===== src/hw/rtl/fdd_pkg.sv =====
// ---------------------------------------------------------------------------
// fdd_pkg
// Shared types and constants of the finite-difference differentiator.
// ---------------------------------------------------------------------------
package fdd_pkg;

    localparam int SAMPLE_BITS_DEF = 24;
    localparam int OUT_BITS        = 32;
    localparam int CFG_DATA_BITS   = 32;
    localparam int CFG_IDX_BITS    = 1;

    localparam logic [CFG_IDX_BITS-1:0] CFG_IDX_MODE = 1'b0;
    localparam logic [CFG_IDX_BITS-1:0] CFG_IDX_INV  = 1'b1;

    localparam logic [CFG_DATA_BITS-1:0] INV_RESET = 32'h0001_0000;

    // ceil(2^33 / 3): exact floor(x / 3) for x below 2^33
    localparam logic [31:0] RECIP3 = 32'hAAAA_AAAB;

    typedef enum logic [1:0] {
        MODE_FWD2 = 2'd0,
        MODE_CEN3 = 2'd1,
        MODE_CEN5 = 2'd2,
        MODE_ZERO = 2'd3
    } t_mode;

    typedef struct packed {
        logic shift;
        logic clear;
    } t_win_ctl;

endpackage


===== src/hw/rtl/fdd_cell.sv =====
// ---------------------------------------------------------------------------
// fdd_cell
// One tap of the sample window: takes its neighbour's sample on a shift,
// returns to zero on a clear.
// ---------------------------------------------------------------------------
module fdd_cell
    import fdd_pkg::*;
#(
    parameter int W = SAMPLE_BITS_DEF
) (
    input  logic         i_clk,
    input  logic         i_rst_n,
    input  t_win_ctl     i_ctl,
    input  logic [W-1:0] i_d,
    output logic [W-1:0] o_q
);

    logic [W-1:0] r_q;

    always_ff @(posedge i_clk) begin
        if (!i_rst_n) begin
            r_q <= '0;
        end else if (i_ctl.clear) begin
            r_q <= '0;
        end else if (i_ctl.shift) begin
            r_q <= i_d;
        end
    end

    assign o_q = r_q;

endmodule


===== src/hw/rtl/fdd_scale.sv =====
// ---------------------------------------------------------------------------
// fdd_scale
// Three-stage scaler: |D| * inverse interval / (K * 2^16), rounded half up
// on the magnitude and clamped to 2^31. K is 1, 2 or 12 by stencil.
// ---------------------------------------------------------------------------
module fdd_scale
    import fdd_pkg::*;
#(
    parameter int SAMPLE_BITS = SAMPLE_BITS_DEF,
    localparam int MW = SAMPLE_BITS + 4
) (
    input  logic                     i_clk,
    input  logic [MW-1:0]            i_mag,
    input  logic                     i_neg,
    input  t_mode                    i_kind,
    input  logic [CFG_DATA_BITS-1:0] i_inv,
    output logic [OUT_BITS-1:0]      o_mag,
    output logic                     o_neg
);

    localparam int AW = MW + 16;
    localparam int CW = (AW > 36) ? AW : 36;
    localparam int NW = AW + 17;

    localparam logic [CW-1:0] LIM_K1  = CW'(36'h0_8000_0000);
    localparam logic [CW-1:0] LIM_K2  = CW'(36'h1_0000_0000);
    localparam logic [CW-1:0] LIM_K12 = CW'(36'h6_0000_0000);
    localparam logic [NW-1:0] RND_K1  = NW'(20'h0_8000);
    localparam logic [NW-1:0] RND_K2  = NW'(20'h1_0000);
    localparam logic [NW-1:0] RND_K12 = NW'(20'h6_0000);
    localparam logic [NW-1:0] X_LIM   = NW'(36'h0_8000_0000);
    localparam logic [NW-1:0] X3_LIM  = NW'(36'h1_8000_0000);

    // stage 1: partial products
    logic [AW-1:0] r_a;
    logic [AW-1:0] r_b;
    t_mode         r_kind1;
    logic          r_neg1;

    // stage 2: rounding sum and shift
    logic [32:0]   r_x;
    logic          r_ovf;
    t_mode         r_kind2;
    logic          r_neg2;

    // stage 3: divide by three and clamp
    logic [OUT_BITS-1:0] r_r;
    logic                r_neg3;

    logic [CW-1:0] a_ext;
    logic [CW-1:0] lim;
    logic [NW-1:0] rnd;
    logic [NW-1:0] sum;
    logic [NW-1:0] x_full;
    logic          sat;
    logic          x_ovf;
    logic [64:0]   prod;
    logic [31:0]   q;

    always_comb begin
        a_ext = CW'(r_a);
        case (r_kind1)
            MODE_CEN3: begin
                lim = LIM_K2;
                rnd = RND_K2;
            end
            MODE_CEN5: begin
                lim = LIM_K12;
                rnd = RND_K12;
            end
            default: begin
                lim = LIM_K1;
                rnd = RND_K1;
            end
        endcase
        sat = (a_ext >= lim);
        sum = NW'({r_a, 16'h0000}) + NW'(r_b) + rnd;
        case (r_kind1)
            MODE_CEN3: x_full = sum >> 17;
            MODE_CEN5: x_full = sum >> 18;
            default:   x_full = sum >> 16;
        endcase
        x_ovf = (r_kind1 == MODE_CEN5) ? (x_full >= X3_LIM) : (x_full > X_LIM);
    end

    always_comb begin
        prod = 65'(r_x) * 65'(RECIP3);
        q    = (r_kind2 == MODE_CEN5) ? prod[64:33] : r_x[31:0];
    end

    always_ff @(posedge i_clk) begin
        r_a     <= AW'(i_mag) * AW'(i_inv[31:16]);
        r_b     <= AW'(i_mag) * AW'(i_inv[15:0]);
        r_kind1 <= i_kind;
        r_neg1  <= i_neg;

        r_x     <= x_full[32:0];
        r_ovf   <= sat | x_ovf;
        r_kind2 <= r_kind1;
        r_neg2  <= r_neg1;

        r_r     <= r_ovf ? 32'h8000_0000 : q;
        r_neg3  <= r_neg2;
    end

    assign o_mag = r_r;
    assign o_neg = r_neg3;

endmodule


===== src/hw/rtl/finite_difference_differentiator.sv =====
// A request is accepted only in the idle step; it then passes the difference step, the
// three registered stages of the scaler and the emit step, which gives up to three results,
// before the block takes the next request.
// Output stalls hold the block in its emit step.
// Reset (synchronous, active low) zeroes the sample window and count and
// restores stencil mode 0 and an inverse interval of 1.0.
// ---------------------------------------------------------------------------
// finite_difference_differentiator
// Streaming 2/3/5-point derivative (or zero mode) with Q16.16 scaling and saturation.
// ---------------------------------------------------------------------------
module finite_difference_differentiator
    import fdd_pkg::*;
#(
    parameter int SAMPLE_BITS = SAMPLE_BITS_DEF,
    localparam int TDATA_BITS = ((SAMPLE_BITS + 7) / 8) * 8
) (
    input  logic                     i_clk,
    input  logic                     i_rst_n,
    input  logic                     i_cfg_we,
    input  logic [CFG_IDX_BITS-1:0]  i_cfg_idx,
    input  logic [CFG_DATA_BITS-1:0] i_cfg_data,
    input  logic                     s_axis_tvalid,
    output logic                     s_axis_tready,
    input  logic [TDATA_BITS-1:0]    s_axis_tdata,   // [SAMPLE_BITS-1:0] sample_value
    input  logic                     s_axis_tlast,   // is_last
    output logic                     m_axis_tvalid,
    input  logic                     m_axis_tready,
    output logic [OUT_BITS-1:0]      m_axis_tdata,   // [31:0] derivative
    output logic                     m_axis_tlast    // last_out
);

    localparam int SB = SAMPLE_BITS;
    localparam int DW = SB + 5;
    localparam int MW = SB + 4;

    typedef enum logic [2:0] {
        ST_IDLE,
        ST_DIFF,
        ST_MUL,
        ST_SUM,
        ST_DIV,
        ST_EMIT
    } t_state;

    t_state                  r_state;
    t_mode                   r_mode;
    logic [CFG_DATA_BITS-1:0] r_inv;
    logic [2:0]              r_seen;
    logic [1:0]              r_cnt;
    logic                    r_first;
    logic                    r_m_tvalid;
    logic [OUT_BITS-1:0]     r_m_tdata;
    logic                    r_m_tlast;
    logic [SB-1:0]           r_cur;
    logic                    r_last_in;
    logic                    r_main;
    logic                    r_calc;
    logic [MW-1:0]           r_mag;
    logic                    r_neg;
    t_mode                   r_kind;

    logic [SB-1:0] win_d [4];
    logic [SB-1:0] win_q [4];
    t_win_ctl      win_ctl;

    logic [2:0]           ahead;
    logic [2:0]           back;
    logic                 has_main;
    logic                 n_calc;
    logic [1:0]           n_rest;
    logic [1:0]           n_cnt;
    logic [2:0]           n_seen;
    logic signed [DW-1:0] cur_e;
    logic signed [DW-1:0] w0_e;
    logic signed [DW-1:0] w1_e;
    logic signed [DW-1:0] w2_e;
    logic signed [DW-1:0] w3_e;
    logic signed [DW-1:0] d_sel;
    logic [DW-1:0]        d_abs;
    logic                 d_neg;
    logic [OUT_BITS-1:0]  sc_mag;
    logic                 sc_neg;
    logic [OUT_BITS-1:0]  res;
    logic [OUT_BITS-1:0]  n_data;
    logic                 out_free;

    // configuration
    always_ff @(posedge i_clk) begin
        if (!i_rst_n) begin
            r_mode <= MODE_FWD2;
            r_inv  <= INV_RESET;
        end else if (i_cfg_we) begin
            case (i_cfg_idx)
                CFG_IDX_MODE: r_mode <= t_mode'(i_cfg_data[1:0]);
                CFG_IDX_INV:  r_inv  <= i_cfg_data;
                default: ;
            endcase
        end
    end

    // sample window
    assign win_ctl.shift = (r_state == ST_DIFF) && !r_last_in;
    assign win_ctl.clear = (r_state == ST_DIFF) && r_last_in;

    for (genvar j = 0; j < 4; j++) begin : g_win
        if (j == 0) begin : g_head
            assign win_d[j] = r_cur;
        end else begin : g_tail
            assign win_d[j] = win_q[j-1];
        end
        fdd_cell #(
            .W (SB)
        ) u_cell (
            .i_clk   (i_clk),
            .i_rst_n (i_rst_n),
            .i_ctl   (win_ctl),
            .i_d     (win_d[j]),
            .o_q     (win_q[j])
        );
    end

    // stencil difference and result count
    always_comb begin
        case (r_mode)
            MODE_FWD2: begin
                ahead = 3'd1;
                back  = 3'd0;
            end
            MODE_CEN3: begin
                ahead = 3'd1;
                back  = 3'd1;
            end
            MODE_CEN5: begin
                ahead = 3'd2;
                back  = 3'd2;
            end
            default: begin
                ahead = 3'd0;
                back  = 3'd0;
            end
        endcase
        has_main = (r_seen >= ahead);
        n_calc   = has_main && ((r_seen - ahead) >= back) && (r_mode != MODE_ZERO);
        if (!r_last_in) begin
            n_rest = 2'd0;
        end else if (has_main) begin
            n_rest = ahead[1:0];
        end else begin
            n_rest = r_seen[1:0] + 2'd1;
        end
        n_cnt  = n_rest + {1'b0, has_main};
        n_seen = r_last_in ? 3'd0 : ((r_seen == 3'd7) ? r_seen : r_seen + 3'd1);

        cur_e = DW'($signed(r_cur));
        w0_e  = DW'($signed(win_q[0]));
        w1_e  = DW'($signed(win_q[1]));
        w2_e  = DW'($signed(win_q[2]));
        w3_e  = DW'($signed(win_q[3]));
        case (r_mode)
            MODE_CEN3: d_sel = cur_e - w1_e;
            MODE_CEN5: d_sel = ((w0_e - w2_e) <<< 3) - (cur_e - w3_e);
            default:   d_sel = cur_e - w0_e;
        endcase
        d_neg = d_sel[DW-1];
        d_abs = d_neg ? DW'(-d_sel) : DW'(d_sel);
    end

    fdd_scale #(
        .SAMPLE_BITS (SB)
    ) u_scale (
        .i_clk  (i_clk),
        .i_mag  (r_mag),
        .i_neg  (r_neg),
        .i_kind (r_kind),
        .i_inv  (r_inv),
        .o_mag  (sc_mag),
        .o_neg  (sc_neg)
    );

    // sign and saturate
    always_comb begin
        if (sc_neg) begin
            res = 32'd0 - sc_mag;
        end else if (sc_mag[OUT_BITS-1]) begin
            res = 32'h7FFF_FFFF;
        end else begin
            res = sc_mag;
        end
        n_data = (r_first && r_main && r_calc) ? res : '0;
    end

    assign out_free = !r_m_tvalid || m_axis_tready;

    always_ff @(posedge i_clk) begin
        if (!i_rst_n) begin
            r_state    <= ST_IDLE;
            r_seen     <= '0;
            r_cnt      <= '0;
            r_first    <= 1'b0;
            r_m_tvalid <= 1'b0;
        end else begin
            if (r_state == ST_EMIT && r_cnt != 2'd0 && out_free) begin
                r_m_tvalid <= 1'b1;
            end else if (m_axis_tready) begin
                r_m_tvalid <= 1'b0;
            end
            case (r_state)
                ST_IDLE: begin
                    if (s_axis_tvalid) begin
                        r_state <= ST_DIFF;
                    end
                end
                ST_DIFF: begin
                    r_cnt   <= n_cnt;
                    r_first <= 1'b1;
                    r_seen  <= n_seen;
                    r_state <= ST_MUL;
                end
                ST_MUL: r_state <= ST_SUM;
                ST_SUM: r_state <= ST_DIV;
                ST_DIV: r_state <= ST_EMIT;
                ST_EMIT: begin
                    if (r_cnt == 2'd0) begin
                        r_state <= ST_IDLE;
                    end else if (out_free) begin
                        r_cnt      <= r_cnt - 2'd1;
                        r_first    <= 1'b0;
                        if (r_cnt == 2'd1) begin
                            r_state <= ST_IDLE;
                        end
                    end
                end
                default: r_state <= ST_IDLE;
            endcase
        end

        if (r_state == ST_IDLE && s_axis_tvalid) begin
            r_cur     <= s_axis_tdata[SB-1:0];
            r_last_in <= s_axis_tlast;
        end
        if (r_state == ST_DIFF) begin
            r_main <= has_main;
            r_calc <= n_calc;
            r_mag  <= d_abs[MW-1:0];
            r_neg  <= d_neg;
            r_kind <= r_mode;
        end
        if (r_state == ST_EMIT && r_cnt != 2'd0 && out_free) begin
            r_m_tdata <= n_data;
            r_m_tlast <= r_last_in && (r_cnt == 2'd1);
        end
    end

    assign s_axis_tready = (r_state == ST_IDLE);
    assign m_axis_tvalid = r_m_tvalid;
    assign m_axis_tdata  = r_m_tdata;
    assign m_axis_tlast  = r_m_tlast;

endmodule


===== config.mk =====
export PLATFORM = sky130hd
export DESIGN_NAME = finite_difference_differentiator
export DESIGN_NICKNAME = d
export VERILOG_FILES = /design/src/hw/rtl/fdd_pkg.sv /design/src/hw/rtl/fdd_cell.sv /design/src/hw/rtl/fdd_scale.sv /design/src/hw/rtl/finite_difference_differentiator.sv
export SDC_FILE = /design/constraint.sdc
export NUM_CORES = 2
export LEC_CHECK = 0
export BUFFER_PORTS_ARGS = -buffer_cell sky130_fd_sc_hd__buf_2
export CAP_MARGIN = 20
export CORE_MARGIN = 8
export CORE_UTILIZATION = 40
export DETAILED_ROUTE_END_ITERATION = 10
export GPL_TIMING_DRIVEN = 0
export RECOVER_POWER = 100
export REMOVE_ABC_BUFFERS = 1
export SYNTH_ARGS = -nofsm -noshare
export SYNTH_HDL_FRONTEND = slang
export SYNTH_SLANG_ARGS = --single-unit

===== constraint.sdc =====
create_clock -name i_clk -period 21 [get_ports i_clk]
set_input_delay 1.05 -clock i_clk [delete_from_list [all_inputs] [get_ports i_clk]]
set_output_delay 1.05 -clock i_clk [all_outputs]
set_load 0.1 [all_outputs]

# Word level (Yosys, flattened, before mapping)
# Index checks and enable logic that the tools add are counted.
[word_totals]
mem_bits_rw = 0
mem_bits_ro = 0
mem_count = 0
latch_bits = 0
regBits = 392
[classes]
muxes = 28
bitwise_logic = 3
order_cmp = 5
reduce_logical = 26
mul = 3
div_mod_pow = 0
shift = 0
eq_ne = 19
add_sub_neg = 14
[ops]
columns = ["op", "count"]
rows = [
  ["subtractor 24 x 24 -> 25 bit", 4],
  ["case mux 45 bit (2 select lines)", 1],
  ["multiplier 28 x 16 -> 44 bit", 2],
  ["case mux 35 bit (2 select lines)", 1],
  ["multiplier 33 x 32 -> 65 bit, second input constant", 1],
  ["two-way mux 32 bit", 2],
  ["adder 60 x 44 -> 61 bit", 1],
  ["adder 61 x 19 -> 61 bit", 1],
  ["case mux 29 bit (2 select lines)", 1],
  ["greater-or-equal comparator 45 x 33 -> 1 bit, second input constant", 1],
  ["greater-than comparator 45 x 32 -> 1 bit, second input constant", 1],
  ["greater-or-equal comparator 44 x 35 -> 1 bit", 1],
  ["case mux 19 bit (2 select lines)", 1],
  ["subtractor 1 x 32 -> 32 bit, first input constant", 1],
  ["two-way mux 31 bit", 1],
  ["subtractor 28 x 25 -> 29 bit", 1],
  ["two-way mux 28 bit", 1],
  ["negation 28 bit", 1],
  ["two-way mux 3 bit", 6],
  ["case mux 3 bit (6 select lines)", 1],
  ["case mux 2 bit (2 select lines)", 3],
  ["logical AND 1 bit", 10],
  ["inequality test 2 bit, second input constant", 5],
  ["== test 3 bit, second input constant", 3],
  ["25 further kinds", 47],
]

# Logic depth before layout (Yosys ltp)
[logic_depth]
depth_word = 8
mapped_depth = 34
ltp_nobuf = 30

# Hierarchy
# From an unflattened synthesis, not the netlist that was laid out.
[unflattened]
hier_cells = 7462
hier_area_um2 = 67262.0
[by_module_without_submodules]
columns = ["module", "area_per_inst_um2", "cells_each", "instances"]
rows = [
  ["fdd_scale", 50751.2, 5603, 1],
  ["finite_difference_differentiator", 12927.4, 1543, 1],
  ["fdd_cell", 895.9, 79, 4],
]

# Least setup slack after synthesis
# Ideal clock, no wire load.
[synth_path]
path_kind = "register to register"
startpoint = "reg u_scale.r_x[6]"
endpoint = "reg u_scale.r_r[30], in the netlist u_scale.o_mag[30]"
setup_slack_ps = 13461
n_path_buf = 0
stages_incl_launch_ff = 31
period_less_slack_ps = 7539
t_arrival_ps = 7399
cell_sequence = "dfxtp_1 -> ha_1 -> xor2_1 -> ha_1 -> or2_2 -> fa_1 -> inv_1 -> fa_1 -> inv_1 -> fa_1 -> inv_1 -> fa_1 -> inv_1 -> fa_1 -> inv_1 -> fa_1 -> inv_1 -> ha_1 -> o21ai_0 -> o21ai_0 -> o211ai_1 -> nand3_1 -> nor4b_1 -> o211ai_1 -> a22oi_1 -> o21ai_0 -> a21oi_1 -> a211oi_1 -> nor3_1 -> or4_1 -> o311ai_0"
[synth_via]
elab_chain_cells = 2
[synth_rtl]
columns = ["item", "line", "rtl"]
rows = [
  ["from (decl)", "fdd_scale.sv:41", "logic [32:0] r_x;"],
  ["from (signal assigned)", "fdd_scale.sv:97", "r_x <= x_full[32:0];"],
  ["multiplier 33 x 32 -> 65 bit", "fdd_scale.sv:87", "prod = 65'(r_x) * 65'(RECIP3);"],
  ["two-way mux 32 bit", "fdd_scale.sv:88", "q = (r_kind2 == MODE_CEN5) ? prod[64:33] : r_x[31:0];"],
  ["to (signal assigned)", "fdd_scale.sv:102", "r_r <= r_ovf ? 32'h8000_0000 : q;"],
  ["to (decl)", "fdd_scale.sv:47", "logic [OUT_BITS-1:0] r_r;"],
]
# Every way passes these cells.
# A chain may end at the register's enable or synchronous reset.

# Worst setup path after layout
[layout_path]
startpoint = "reg u_scale.r_x[14]"
endpoint = "reg u_scale.r_r[30], in the netlist u_scale.o_mag[30]"
# The elaborated chain is that of the path after synthesis.

==> flow_summary.json <==
{
  "cts_resized": 0,
  "design_area_sq_um": 71000,
  "async_flop_share": 0,
  "drt-total-wl_microns": 181000,
  "die_w_microns": 420,
  "rsz0062_at_grt": "false",
  "post-route-period-util": 0.491,
  "ios": 98,
  "synth.area.mux_share": 0.00222,
  "yosys.area_share.xor_xnor": 0.0323,
  "antenna_left": 0,
  "critical_path.top_delay_family": "adder cells",
  "synth-main-ff-cell": "dfxtp_1",
  "dieArea_sq_um": 176000,
  "io_buffers": 97,
  "crit_path_max_incr_delay_ps": 820,
  "dpl_cell_area_sq_um": 69400,
  "hold_slack_ps": 328,
  "most-common-layout-cells": "inv_1 (1509), fa_1 (1130), nand2_1 (981)",
  "avgSynthCellArea_sq_um": 9.01,
  "crit_slowest_cell": "nor4b_1",
  "yosysSeqAreaShare": 0.130,
  "startpoint_type": "flop",
  "dr.pass1.iters": 7,
  "grt_use_total": 0.208,
  "setup_slack_ps": 10690,
  "dpl_worst_slack_ps": 10760,
  "synth_compound_area_frac": 0.0952,
  "post_cts_buffers": 0,
  "num_vias": 48900,
  "yosysWarningCount": 0,
  "netlist_instances": 7251,
  "tightest_slew_ps": 3680,
  "maxSlewViolCount": 365,
  "clk_pin_slew_ps": 70,
  "period_needed_ps": 10310,
  "synth_edf_count": 91,
  "cts_tree": "done",
  "synth_cell_type_count": 79,
  "path_buf_inv": 3,
  "yosys.area_share.simple": 0.144,
  "final.fill_count": 15700,
  "grt_overflow": 0,
  "hold_viol": 0,
  "fin_tns_setup_ps": 0,
  "area_growth_pct": 8.65,
  "cts_buffer_depth": 3,
  "rows": 148,
  "numClockSinks": 377,
  "root_buffer": "clkbuf_16",
  "ctsHtreeMaxLevel": 2,
  "drt-initial-drc-count": 2900,
  "cap_violations": 6,
  "grt_pass1_wl_microns": 291000,
  "failed_checks": "capacitance limit, slew limit",
  "synth_top_family_by_area": "adder cells",
  "slew_headroom": -1.45,
  "cp_common_cell": "fa_1",
  "clock.fmax_ghz": 0.0970,
  "status": "finished with violations",
  "antenna_found_initial": 3,
  "crit_fanout": 10,
  "wire_per_inst_microns": 19.3,
  "synth_fa_ha_area_frac": 0.493,
  "critPathArrivalTime_ps": 10790,
  "grt_pass1_vias": 52700,
  "place.gp.congestion": 0.941,
  "endpoint_kind": "flop",
  "vias_per_cell": 5.20,
  "num-nets-final": 9146,
  "syn_area_sq_um": 65300,
  "clkLatencyLatePin_ps": 640,
  "cp.required_ps": 21480,
  "skew_ps": 27.3,
  "setup-violations-final": 0,
  "die_h_microns": 420,
  "dp_hpwl_microns": 149000,
  "synth-seq-cells": 377,
  "grt_max_degree": 104,
  "layout_commonest_cell": "inv_1",
  "cts_buffers": 46,
  "min_path_type": "flop to flop",
  "core_area_sq_um": 162000,
  "drc": 0,
  "initial_utilization": 0.402,
  "cts_hold_buf": 0,
  "criticalPathCategory": "flop to flop",
  "layout-drive-gt1-share": 0.0341
}
==> worst paths after layout <==
kind                                      start                end  slack (ps)  cells after the start
worst max-delay path            u_scale.r_x[14]  u_scale.o_mag[30]       10690                     27
worst min-delay path             u_scale.r_neg1     u_scale.r_neg2         330                      0
worst max register to register  u_scale.r_x[14]  u_scale.o_mag[30]       10690                     27
worst min register to register   u_scale.r_neg1     u_scale.r_neg2         330                      0
==> sequential cells by signal, indices dropped and copies added, names as in the netlist, 24 cells and up <==
name	count
g_win.u_cell.o_q	96
u_scale.o_mag	32
u_scale.r_x	33
r_cur	24
r_mag	28
u_scale.a_ext	44
r_inv	32
u_scale.r_b	29
m_axis_tdata	32
==> stage by stage <==
| step | cells | util |
|---|---|---|
| 6_report | 9400 | 0.437 |
| 5_1_grt | 9399 | 0.437 |
| 4_1_cts | 9394 | 0.438 |
| 3_5_place_dp | 9308 | 0.428 |
| 3_3_place_gp | 9230 | 0.415 |
| 2_1_floorplan | 6958 | - |
==> area by class of cell <==
type | instances | area (sq um) | area share
Sequential cell | 377 | 8460 | 0.119
Clock buffer | 60 | 1350 | 0.0190
Inverter | 1512 | 5680 | 0.0800
Tap cell | 2175 | 2720 | 0.0384
Clock inverter | 26 | 314 | 0.00443
Multi-Input combinational cell | 5069 | 50000 | 0.705
Antenna cell | 1 | 2.50 | 0.0000353
Timing Repair Buffer | 180 | 2380 | 0.0336
==> cells by family after synthesis <==
| logic type | Yosys count |
|---|---|
| AOI/OAI and AO/OA | 924 |
| xor gates and xnor gates | 241 |
| adders and majority gates | 1897 |
| buffers and inverters | 1805 |
| DFF | 377 |
| muxes | 14 |
| and+or+nand+nor | 1993 |
==> cells in the mapped netlist (all sizes together) (22+ instances only) <==
library cell | count | share of area
a21o | 88 | 0.010
clkbuf | 275 | 0.016
nor3 | 66 | 0.0052
a21boi | 139 | 0.016
nand2b | 46 | 0.0044
xor2 | 90 | 0.012
o21bai | 26 | 0.0030
nand2 | 981 | 0.056
fa | 1130 | 0.35
a31oi | 24 | 0.0023
dfxtp | 286 | 0.088
a211oi | 33 | 0.0038
inv | 1509 | 0.087
or3 | 125 | 0.012
o21ai | 145 | 0.011
nor2 | 249 | 0.014
a21oi | 217 | 0.017
xnor2 | 151 | 0.020
nand4 | 23 | 0.0022
ha | 767 | 0.15
o21a | 43 | 0.0049
edfxtp | 91 | 0.042
nand3 | 53 | 0.0041
nor4 | 22 | 0.0021
a221oi | 22 | 0.0030
nor2b | 37 | 0.0035
and2 | 311 | 0.030
==> layer usage <==
| layer | up-vias | part of all wire | global-route usage |
|---|---|---|---|
| met5 | - | 0 | 0 |
| met4 | 0 | 0.038 | 0.0704 |
| met3 | 363 | 0.059 | 0.0298 |
| met2 | 1505 | 0.47 | 0.352 |
| met1 | 24400 | 0.43 | 0.274 |
| li1 | 22600 | - | - |
Power is left out: the tool's default activity adds up to more than one toggle a clock period on the data nets, which glitch-free logic cannot reach.
